--- src/efd_pkg.sv ---
// Shared types, codes and tag table for the encapsulated fragment deframer.
`timescale 1ns / 1ps
`default_nettype none

package efd_pkg;

    // Input item kinds
    localparam logic KIND_DATA = 1'b0;
    localparam logic KIND_END  = 1'b1;

    // Final status codes
    localparam logic [1:0] STATUS_OK        = 2'd0;
    localparam logic [1:0] STATUS_NOT_MULTI = 2'd1;
    localparam logic [1:0] STATUS_TRUNCATED = 2'd2;
    localparam logic [1:0] STATUS_OVERFLOW  = 2'd3;

    // Item tag bytes in stream order
    localparam logic [7:0] TAG_BYTE0 = 8'hFE;
    localparam logic [7:0] TAG_BYTE1 = 8'hFF;
    localparam logic [7:0] TAG_BYTE2 = 8'h00;
    localparam logic [7:0] TAG_BYTE3 = 8'hE0;

    localparam logic [15:0] COUNT_MAX = 16'hFFFF;
    localparam logic [31:0] TOTAL_MAX = 32'hFFFF_FFFF;

    typedef struct packed {
        logic       kind;
        logic [7:0] data_byte;
    } t_in_item;

    typedef struct packed {
        logic        is_status;
        logic [7:0]  payload_byte;
        logic [1:0]  status;
        logic [31:0] total_bytes;
        logic [15:0] fragment_count;
        logic        last;
    } t_out_item;

    // Result of one input transaction toward the output buffer
    typedef struct packed {
        logic      valid;
        t_out_item item;
    } t_result;

    // Expected tag byte at a header position
    function automatic logic [7:0] tag_byte(input logic [1:0] pos);
        logic [7:0] b;
        unique case (pos)
            2'd0:    b = TAG_BYTE0;
            2'd1:    b = TAG_BYTE1;
            2'd2:    b = TAG_BYTE2;
            default: b = TAG_BYTE3;
        endcase
        return b;
    endfunction

endpackage

`default_nettype wire

--- src/efd_parser.sv ---
// Header parser and fragment accounting state of the deframer.
`timescale 1ns / 1ps
`default_nettype none

module efd_parser (
    input  wire logic             i_clk,
    input  wire logic             i_rst_n,
    input  wire logic             i_take,
    input  wire efd_pkg::t_in_item i_item,
    output efd_pkg::t_result      o_result
);

    typedef enum logic [1:0] {
        PH_HEADER,
        PH_PAYLOAD,
        PH_STOPPED
    } t_phase;

    t_phase      r_phase,        n_phase;
    logic [2:0]  r_header_index, n_header_index;
    logic [31:0] r_length_shift, n_length_shift;
    logic [31:0] r_remaining,    n_remaining;
    logic [31:0] r_total,        n_total;
    logic [15:0] r_frags,        n_frags;
    logic        r_overflowed,   n_overflowed;

    logic [7:0]  w_byte;
    logic [31:0] w_len;
    logic [32:0] w_sum;
    logic [31:0] w_remaining_dec;

    assign w_byte = i_item.data_byte;
    // Complete length once the top byte arrives
    assign w_len  = r_length_shift | {w_byte, 24'd0};
    assign w_sum  = {1'b0, r_total} + {1'b0, w_len};
    assign w_remaining_dec = (r_remaining != 32'd0) ? (r_remaining - 32'd1) : r_remaining;

    // Next state and result for one transaction
    always_comb begin
        n_phase        = r_phase;
        n_header_index = r_header_index;
        n_length_shift = r_length_shift;
        n_remaining    = r_remaining;
        n_total        = r_total;
        n_frags        = r_frags;
        n_overflowed   = r_overflowed;
        o_result       = '0;

        if (i_item.kind == efd_pkg::KIND_END) begin
            o_result.valid               = 1'b1;
            o_result.item.is_status      = 1'b1;
            o_result.item.total_bytes    = r_total;
            o_result.item.fragment_count = r_frags;
            o_result.item.last           = 1'b1;
            priority if (r_overflowed) begin
                o_result.item.status = efd_pkg::STATUS_OVERFLOW;
            end else if (r_phase == PH_PAYLOAD && r_remaining != 32'd0) begin
                o_result.item.status = efd_pkg::STATUS_TRUNCATED;
            end else if (r_frags <= 16'd1 || r_total == 32'd0) begin
                o_result.item.status = efd_pkg::STATUS_NOT_MULTI;
            end else begin
                o_result.item.status = efd_pkg::STATUS_OK;
            end
            // Start a fresh stream
            n_phase        = PH_HEADER;
            n_header_index = 3'd0;
            n_length_shift = 32'd0;
            n_remaining    = 32'd0;
            n_total        = 32'd0;
            n_frags        = 16'd0;
            n_overflowed   = 1'b0;
        end else begin
            unique case (r_phase)
                PH_HEADER: begin
                    if (!r_header_index[2]) begin
                        // Check tag byte, stop parsing on mismatch
                        if (w_byte != efd_pkg::tag_byte(r_header_index[1:0])) begin
                            n_phase        = PH_STOPPED;
                            n_header_index = 3'd0;
                            n_length_shift = 32'd0;
                        end else begin
                            n_header_index = r_header_index + 3'd1;
                        end
                    end else if (r_header_index != 3'd7) begin
                        // Gather little-endian length
                        n_length_shift = r_length_shift |
                            ({24'd0, w_byte} << {r_header_index[1:0], 3'b000});
                        n_header_index = r_header_index + 3'd1;
                    end else begin
                        // Close the header and account for the fragment
                        if (r_frags != efd_pkg::COUNT_MAX) begin
                            n_frags = r_frags + 16'd1;
                        end
                        if (w_sum[32]) begin
                            n_total      = efd_pkg::TOTAL_MAX;
                            n_overflowed = 1'b1;
                        end else begin
                            n_total = w_sum[31:0];
                        end
                        n_header_index = 3'd0;
                        n_length_shift = 32'd0;
                        if (w_len == 32'd0) begin
                            n_phase = PH_HEADER;
                        end else begin
                            n_remaining = w_len;
                            n_phase     = PH_PAYLOAD;
                        end
                    end
                end
                PH_PAYLOAD: begin
                    // Pass the byte through
                    o_result.valid             = 1'b1;
                    o_result.item.payload_byte = w_byte;
                    n_remaining                = w_remaining_dec;
                    if (w_remaining_dec == 32'd0) begin
                        n_phase = PH_HEADER;
                    end
                end
                default: begin
                    // Drop bytes until end of stream
                end
            endcase
        end

        if (!i_take) begin
            o_result.valid = 1'b0;
        end
    end

    // Hold parser state
    always_ff @(posedge i_clk) begin
        if (!i_rst_n) begin
            r_phase        <= PH_HEADER;
            r_header_index <= 3'd0;
            r_length_shift <= 32'd0;
            r_remaining    <= 32'd0;
            r_total        <= 32'd0;
            r_frags        <= 16'd0;
            r_overflowed   <= 1'b0;
        end else if (i_take) begin
            r_phase        <= n_phase;
            r_header_index <= n_header_index;
            r_length_shift <= n_length_shift;
            r_remaining    <= n_remaining;
            r_total        <= n_total;
            r_frags        <= n_frags;
            r_overflowed   <= n_overflowed;
        end
    end

endmodule

`default_nettype wire

--- src/efd_out_buf.sv ---
// Result register with a skid entry for the deframer output channel.
`timescale 1ns / 1ps
`default_nettype none

module efd_out_buf (
    input  wire logic              i_clk,
    input  wire logic              i_rst_n,
    input  wire efd_pkg::t_result  i_result,
    output logic                   o_full,
    output logic                   o_valid,
    output efd_pkg::t_out_item     o_item,
    input  wire logic              i_stall
);

    logic               r_main_valid;
    logic               r_skid_valid;
    efd_pkg::t_out_item r_main;
    efd_pkg::t_out_item r_skid;
    logic               w_pop;

    assign w_pop   = r_main_valid && !i_stall;
    assign o_full  = r_skid_valid;
    assign o_valid = r_main_valid;
    assign o_item  = r_main;

    // Advance control: drain skid first, else load or park new result
    always_ff @(posedge i_clk) begin
        if (!i_rst_n) begin
            r_main_valid <= 1'b0;
            r_skid_valid <= 1'b0;
        end else if (r_skid_valid) begin
            if (w_pop) begin
                r_skid_valid <= 1'b0;
            end
        end else if (i_result.valid) begin
            if (r_main_valid && !w_pop) begin
                r_skid_valid <= 1'b1;
            end else begin
                r_main_valid <= 1'b1;
            end
        end else if (w_pop) begin
            r_main_valid <= 1'b0;
        end
    end

    // Move payload
    always_ff @(posedge i_clk) begin
        if (r_skid_valid) begin
            if (w_pop) begin
                r_main <= r_skid;
            end
        end else if (i_result.valid) begin
            if (r_main_valid && !w_pop) begin
                r_skid <= i_result.item;
            end else begin
                r_main <= i_result.item;
            end
        end
    end

endmodule

`default_nettype wire

--- src/encapsulated_fragment_deframer_core.sv ---
// Results are registered in the output buffer before they appear on o_valid.
// Throughput: one byte per cycle while o_stall is low; the parser state updates in the accepting cycle.
// A two-entry output buffer keeps input flowing while a result waits for the sink.
// Reset: synchronous active-low i_rst_n returns the parser to header phase with
// zero counts and empties the output buffer.
// Top level of the encapsulated fragment deframer.
`timescale 1ns / 1ps
`default_nettype none

module encapsulated_fragment_deframer_core (
    input  wire logic               i_clk,
    input  wire logic               i_rst_n,
    input  wire logic               i_valid,
    input  wire efd_pkg::t_in_item  i_item,
    output logic                    o_stall,
    output logic                    o_valid,
    output efd_pkg::t_out_item      o_item,
    input  wire logic               i_stall
);

    logic             w_take;
    logic             w_full;
    efd_pkg::t_result w_result;

    // Accept while the skid entry is free
    assign o_stall = w_full;
    assign w_take  = i_valid && !w_full;

    efd_parser u_parser (
        .i_clk    (i_clk),
        .i_rst_n  (i_rst_n),
        .i_take   (w_take),
        .i_item   (i_item),
        .o_result (w_result)
    );

    efd_out_buf u_out_buf (
        .i_clk    (i_clk),
        .i_rst_n  (i_rst_n),
        .i_result (w_result),
        .o_full   (w_full),
        .o_valid  (o_valid),
        .o_item   (o_item),
        .i_stall  (i_stall)
    );

endmodule

`default_nettype wire
--- config.mk ---
export PLATFORM = sky130hd
export DESIGN_NAME = encapsulated_fragment_deframer_core
export DESIGN_NICKNAME = d
export VERILOG_FILES = /design/src/efd_pkg.sv /design/src/efd_parser.sv /design/src/efd_out_buf.sv /design/src/encapsulated_fragment_deframer_core.sv
export SDC_FILE = /design/constraint.sdc
export NUM_CORES = 1
export LEC_CHECK = 0
export BUFFER_PORTS_ARGS = -buffer_cell sky130_fd_sc_hd__buf_2
export CORE_MARGIN = 10
export CORE_UTILIZATION = 63
export CTS_CLUSTER_DIAMETER = 200
export DETAILED_ROUTE_END_ITERATION = 8
export PLACE_DENSITY = 0.82
export SLEW_MARGIN = 15
export SYNTH_ARGS = -nofsm -noshare
export SYNTH_HDL_FRONTEND = slang
export SYNTH_SLANG_ARGS = --single-unit
--- constraint.sdc ---
create_clock -name i_clk -period 17.9 [get_ports i_clk]
set_input_delay 1.79 -clock i_clk [delete_from_list [all_inputs] [get_ports i_clk]]
set_output_delay 1.79 -clock i_clk [all_outputs]
set_load 0.01 [all_outputs]
== After elaboration in Yosys (flattened, before gate mapping) ==
Cells that the tools add are included.

* Bits of input ports: 13
* Output and inout port bits: 62
* Word-level logic and storage cells: 141
* Flip-flop bits (word level): 240

* $add $sub $neg: 4
* Muxes and demuxes: 63
* Eq/ne operators: 16
* Bitwise operators: 3
* Reductions and logical operators: 32
* Order comparisons: 1
* Shift operators: 1

{| class="wikitable"
|+ Operators with widths
! kind !! count
|-
| 32-bit two-way mux || 15
|-
| 60-bit two-way mux || 4
|-
| 32-bit logical NOT || 3
|-
| 16-bit two-way mux || 5
|-
| 32-bit OR || 2
|-
| 32-bit one-hot mux with 2 select lines || 1
|-
| 51-bit two-way mux || 1
|-
| 8-bit two-way mux || 5
|-
| 32-bit by 32-bit adder with 33-bit output || 1
|-
| 32-bit nonzero test || 1
|-
| 8-bit by 5-bit << shifter with 32-bit output || 1
|-
| 32-bit by 1-bit subtractor with 32-bit output (second input constant) || 1
|-
| 8-bit one-hot mux with 3 select lines || 1
|-
| 5-bit AND reduction || 4
|-
| 1-bit two-way mux || 18
|-
| 16-bit by 1-bit adder with 16-bit output (second input constant) || 1
|-
| 16-bit by 1-bit <= comparator with 1-bit output (second input constant) || 1
|-
| 16-bit != test (second input constant) || 1
|-
| 3-bit two-way mux || 5
|-
| 2-bit two-way mux || 7
|-
| 3-bit != test (second input constant) || 4
|-
| 3-bit AND reduction || 4
|-
| 2-bit nonzero test || 6
|-
| 8-bit != test || 1
|-
| 17 further kinds || 27
|}

== Longest topological paths before layout ==
* Word-level depth: 10
* Depth in mapped cells: 13
* Mapped depth without buffers: 12

== Cells and area by module ==
Synthesis repeated with hierarchy kept, for this count alone.

* Cells, all modules: 1285
* Area, all modules: 12957.4 um2

{| class="wikitable"
|+ By module, submodules not included
! module !! sequential area each (um2) !! times used !! cells each !! area each (um2)
|-
| efd_parser || 2362.3 || 1 || 1084 || 8224.1
|-
| efd_out_buf || 3643.5 || 1 || 200 || 4719.5
|-
| encapsulated_fragment_deframer_core || 0.0 || 1 || 1 || 13.8
|}

== Least setup slack after synthesis ==
No wires, ideal clock.

* Path type: in2reg
* Start: input port i_item[8] in the netlist's numbering
* End: register u_out_buf.r_main (netlist bit u_out_buf.o_item[10]) (enable)
* Arrival time: 6.519 ns
* Stages: 3
* Required time: 17.334 ns
* Library setup time: 0.566 ns
* Setup slack: 10.815 ns
* Path buffers: 1
* Cells stage by stage: clkbuf_1 > o21ai_0 > a21boi_0

* Longest elaborated chain between the ends: 4

{| class="wikitable"
|+ RTL lines
! item !! RTL line !! RTL
|-
| from (decl) || encapsulated_fragment_deframer_core.sv:14 || <nowiki>input wire efd_pkg::t_in_item i_item,</nowiki>
|-
| 1-bit two-way mux || efd_parser.sv:49 || <nowiki>if (i_item.kind == efd_pkg::KIND_END) begin</nowiki>
|-
| 1-bit two-way mux || efd_parser.sv:125 || <nowiki>if (!i_take) begin</nowiki>
|-
| 2-bit nonzero test (no source line) || n/a ||
|-
| 3-bit AND reduction (no source line) || n/a ||
|-
| to (signal assigned) || efd_out_buf.sv:50 || <nowiki>r_main <= r_skid;</nowiki>
|-
| to (signal assigned) || efd_out_buf.sv:56 || <nowiki>r_main <= i_result.item;</nowiki>
|-
| to (decl) || efd_out_buf.sv:17 || <nowiki>efd_pkg::t_out_item r_main;</nowiki>
|}

Every way passes these cells.
A chain may end at the register's enable or synchronous reset.

== Worst setup path after layout ==
* Start: input port i_item[2] in the netlist's numbering
* End: register u_parser.r_remaining[21]

* Longest elaborated chain between the ends: 4

{| class="wikitable"
|+ RTL lines
! item !! RTL line !! RTL
|-
| 32-bit OR || efd_parser.sv:34 || <nowiki>assign w_len = r_length_shift | {w_byte, 24'd0};</nowiki>
|-
| 32-bit logical NOT || efd_parser.sv:102 || <nowiki>if (w_len == 32'd0) begin</nowiki>
|-
| 3-bit != test (no source line) || n/a ||
|-
| 5-bit AND reduction (no source line) || n/a ||
|-
| to (signal assigned) || efd_parser.sv:144 || <nowiki>r_remaining <= n_remaining;</nowiki>
|-
| to (decl) || efd_parser.sv:22 || <nowiki>logic [31:0] r_remaining, n_remaining;</nowiki>
|}

Every way passes these cells.

==> summary.txt <==
Run status
  – Status: completed

Route
  – Post-Route WL: 31500 um
  – DRC viols: 0
  – Final antenna-violating net count: 0
  – Wire per inst: 19.3 um
  – Metal3 WL: 2140 um
  – Initial DRT Pass Iterations: 5
  – Vias: around 10000
  – Uppermost layer routed: met4
  – Metal1 wirelength: ~14000 um
  – Initial DRC Count: 768
  – Vias per cell: between 6 and 7
  – Met2 wire length: approximately 15000 um

Hold path
  – Hold path start: u_parser.r_length_shift[27]$_SDFFE_PN0P_
  – Tightest Hold Check Type: register to register
  – WHS Path Cells: 2
  – Worst Hold End: u_parser.r_length_shift[27]$_SDFFE_PN0P_

Yosys
  – Post-synth top area cell: edfxtp_1
  – Largest cells by area after synthesis: edfxtp_1 28%, dfxtp_1 19%, mux2_2 4.8%
  – Synth Area in Compound Gates: 0.162
  – Mux cell area share after synthesis: 0.0494
  – Register area share after synthesis: 0.476
  – Post-Syn Area: roughly 0.012 mm2
  – Post-Synth Simple-Gate Area: 0.203
  – FFs w/ async S/R, synth: 0
  – Syn nets: 1362
  – Post-Syn Area per Cell: 9.58 um2
  – Yosys warnings: 0
  – Post-Synth Adder-Cell Area: 0.0457
  – Most common cell in the netlist: nor2_1
  – Predominant post-synthesis flop cell: dfxtp_1
  – Syn Inst Count: 1304
  – Synth top cells by count: 139 x nor2_1, 120 x dfxtp_1, 120 x nand2_1
  – Synth unique cells: slightly above 70
  – Post-synth EDFFs: around 120
  – Largest family of logic cells by synthesized area: simple AND/OR/NAND/NOR gates
  – Yosys top cell area share: 0.284
  – Post-synthesis xor/xnor area fraction: 0.0329
  – #FFs+latches synth: between 200 and 250

Timing
  – RSZ-0062 raised after global routing: false
  – Minimum clock period: about 4.7 ns
  – Hold Fails Final Rpt: 0
  – Worst-margin pin slew: 1.21 ns
  – Max Freq: roughly 210 MHz
  – Setup Skew: 0.00686 ns
  – Hold WS: between 0.4 and 0.5 ns
  – Tcrit/Tclk final: 0.263
  – Slew Viols, Final: 0
  – TNS Setup: 0 ns
  – Slew HR: 0.191
  – Setup violators final: 0

Clocking
  – Hold_buf cts: 0
  – Setup Buffers After CTS: 0
  – TritonCTS clock tree: done
  – Clock-pin slew on the worst setup and hold paths: roughly 0.060 ns
  – Clock tree root driver cell: clkbuf_16
  – # H-tree levels: 1
  – CTS Buf Count: 25
  – Post-cts sizing count: 0
  – Clk buf depth: 3
  – Clock sink count: between 200 and 250
  – Clock Latency Late Sink: 0.52 ns

Pwr
  – Standby leakage power: about 0.0054 uW
  – Power density cells: 87.9 mW/mm2
  – Maximum vdd drop: between 0.00006 and 0.00007 V

Setup path
  – R2r endpoint: u_parser.r_total[29]$_SDFFE_PN0P_
  – Worst R2R Path Depth: 12
  – Worst Path Required: between 15 and 20 ns
  – Crit. End Element: register
  – Worst setup SP type: primary input
  – Arr. time, crit path: ~5.1 ns
  – Critical R2R Launch: u_parser.r_length_shift[0]$_SDFFE_PN0P_
  – Reg2Reg Setup Slack: between 10 and 15 ns
  – Type of the worst setup path: primary input to register
  – CP Max Fanout: 36

Layout
  – # diodes: 0
  – Layout area overhead: 10.4%
  – Proportion of layout cells with a drive suffix above 1: 0.155
  – Final net count: between 1000 and 1500
  – Filler cells: 1476
  – Design Area, Final: 0.0138 mm2

GRT
  – Vias in the first global route: 9324
  – First-pass GRT wire length: 50300 um
  – Initial antenna violation count: 0
  – Global route overflow: 0
  – Total track usage: 0.234
  – Largest net degree at the start of global routing: 71

Die
  – Die width: approximately 160 um
  – Starting Density: 0.642
  – Die Ht: between 150 and 200 um
  – Core area: roughly 0.019 mm2
  – Die area: approximately 0.026 mm2
  – Site Rows: slightly above 50
  – I/O pin total: 75

Placement
  – # port buffers: 74
  – DP Wirelength: between 20000 and 25000 um
  – Final Wtd Congestion: between 0.9 and 1
  – Placed cell area: approximately 0.013 mm2

Run
  – Max cap viols: 0
-- logic make-up after synthesis --
logic type               Yosys count
AND/OR/NAND/NOR                  502
multiplexers                      55
AO/OA/AOI/OAI                    326
buffers and inverters             91
XOR/XNOR                          47
adder cells (fa/ha/maj)           45
flip-flops                       238
-- report_power, final --
group	total (uW)	switching [uW]	internal, uW
logic	120	78.2	42.2
clock network	505	214	291
registers	588	7.87	581
total	1210	300	914
-- how the worst max path moves through the flow --
| stage | start | end | slack [ns] |
|---|---|---|---|
| final | i_item[2] | u_parser.r_remaining[21]$_SDFFE_PN0P_ | 13.20 |
| after CTS | i_item[2] | u_parser.r_remaining[21]$_SDFFE_PN0P_ | 13.29 |
| after detailed placement | i_item[2] | u_parser.r_remaining[21]$_SDFFE_PN0P_ | 12.80 |
| after global placement | i_item[8] | u_parser.r_remaining[7]$_SDFFE_PN0P_ | 12.91 |
| after floorplan | i_item[8] | u_out_buf.o_item[10]$_DFFE_PP_ | 10.81 |
| after global routing | i_item[8] | u_parser.r_remaining[7]$_SDFFE_PN0P_ | 12.99 |
-- cell usage in the layout (no fill, tap or decap), drive strengths merged, types with 24 or more instances in the layout --
cell type	Yosys	layout
nor2	139	139
nand2	121	121
dfxtp	120	120
edfxtp	118	118
o21ai	94	94
a21oi	89	89
buf	5	83
mux2	53	53
and2	51	51
ha	44	44
clkbuf	62	33
nor4	28	28
nor3	27	27
inv	24	26
a21boi	26	26
xor2	24	24
-- critical path, stage by stage --
cell and delay (ns):
buf_2 0.17, or2_2 0.32, or2_2 0.30, nor4b_1 0.51, o211ai_1 0.22, nand2_1 0.92
nor2_1 0.27, buf_4 0.32, a22oi_1 0.21, nor2b_1 0.06
-- area by class of cell --
type / count / area, um2 / share of cell area
inverters: 24 / 90.1 / 0.00653
clock buffers: 33 / 698 / 0.0506
multi-input cells: 975 / 6190 / 0.449
clock inverters: 12 / 104 / 0.00752
repair buffers: 83 / 438 / 0.0317
well taps: 265 / 332 / 0.0240
flip-flops and latches: 238 / 5950 / 0.431
-- state kept, by name (all words and copies together), names as in the netlist --
register / flops
u_parser.r_overflowed: 1
u_parser.r_header_index: 3
u_out_buf.o_valid: 1
u_out_buf.o_full: 1
u_out_buf.r_skid: 59
u_out_buf.o_item: 59
u_parser.r_frags: 16
u_parser.r_phase: 2
u_parser.r_remaining: 32
u_parser.r_length_shift: 32
u_parser.r_total: 32
-- metrics by stage --
| step | utilization | setup slack (ns) | std cells | total power [uW] |
|---|---|---|---|---|
| detailed placement | 0.668 | 12.80 | 1585 | 718 |
| floorplan | - | 10.81 | 1304 | 686 |
| global route | 0.709 | 12.99 | 1630 | 1250 |
| CTS | 0.709 | 13.29 | 1630 | 1220 |
| global placement | 0.668 | 12.91 | 1585 | 716 |
| finish | 0.709 | 13.20 | 1630 | 1210 |
-- routing by layer --
metal / GRT usage / vias to the layer above
met5: 0 / -
met4: 0.0612 / 0
met3: 0.0345 / 49
met2: 0.374 / 373
met1: 0.326 / 4865
li1: - / 4854
(Power assumes the default switching activity.)
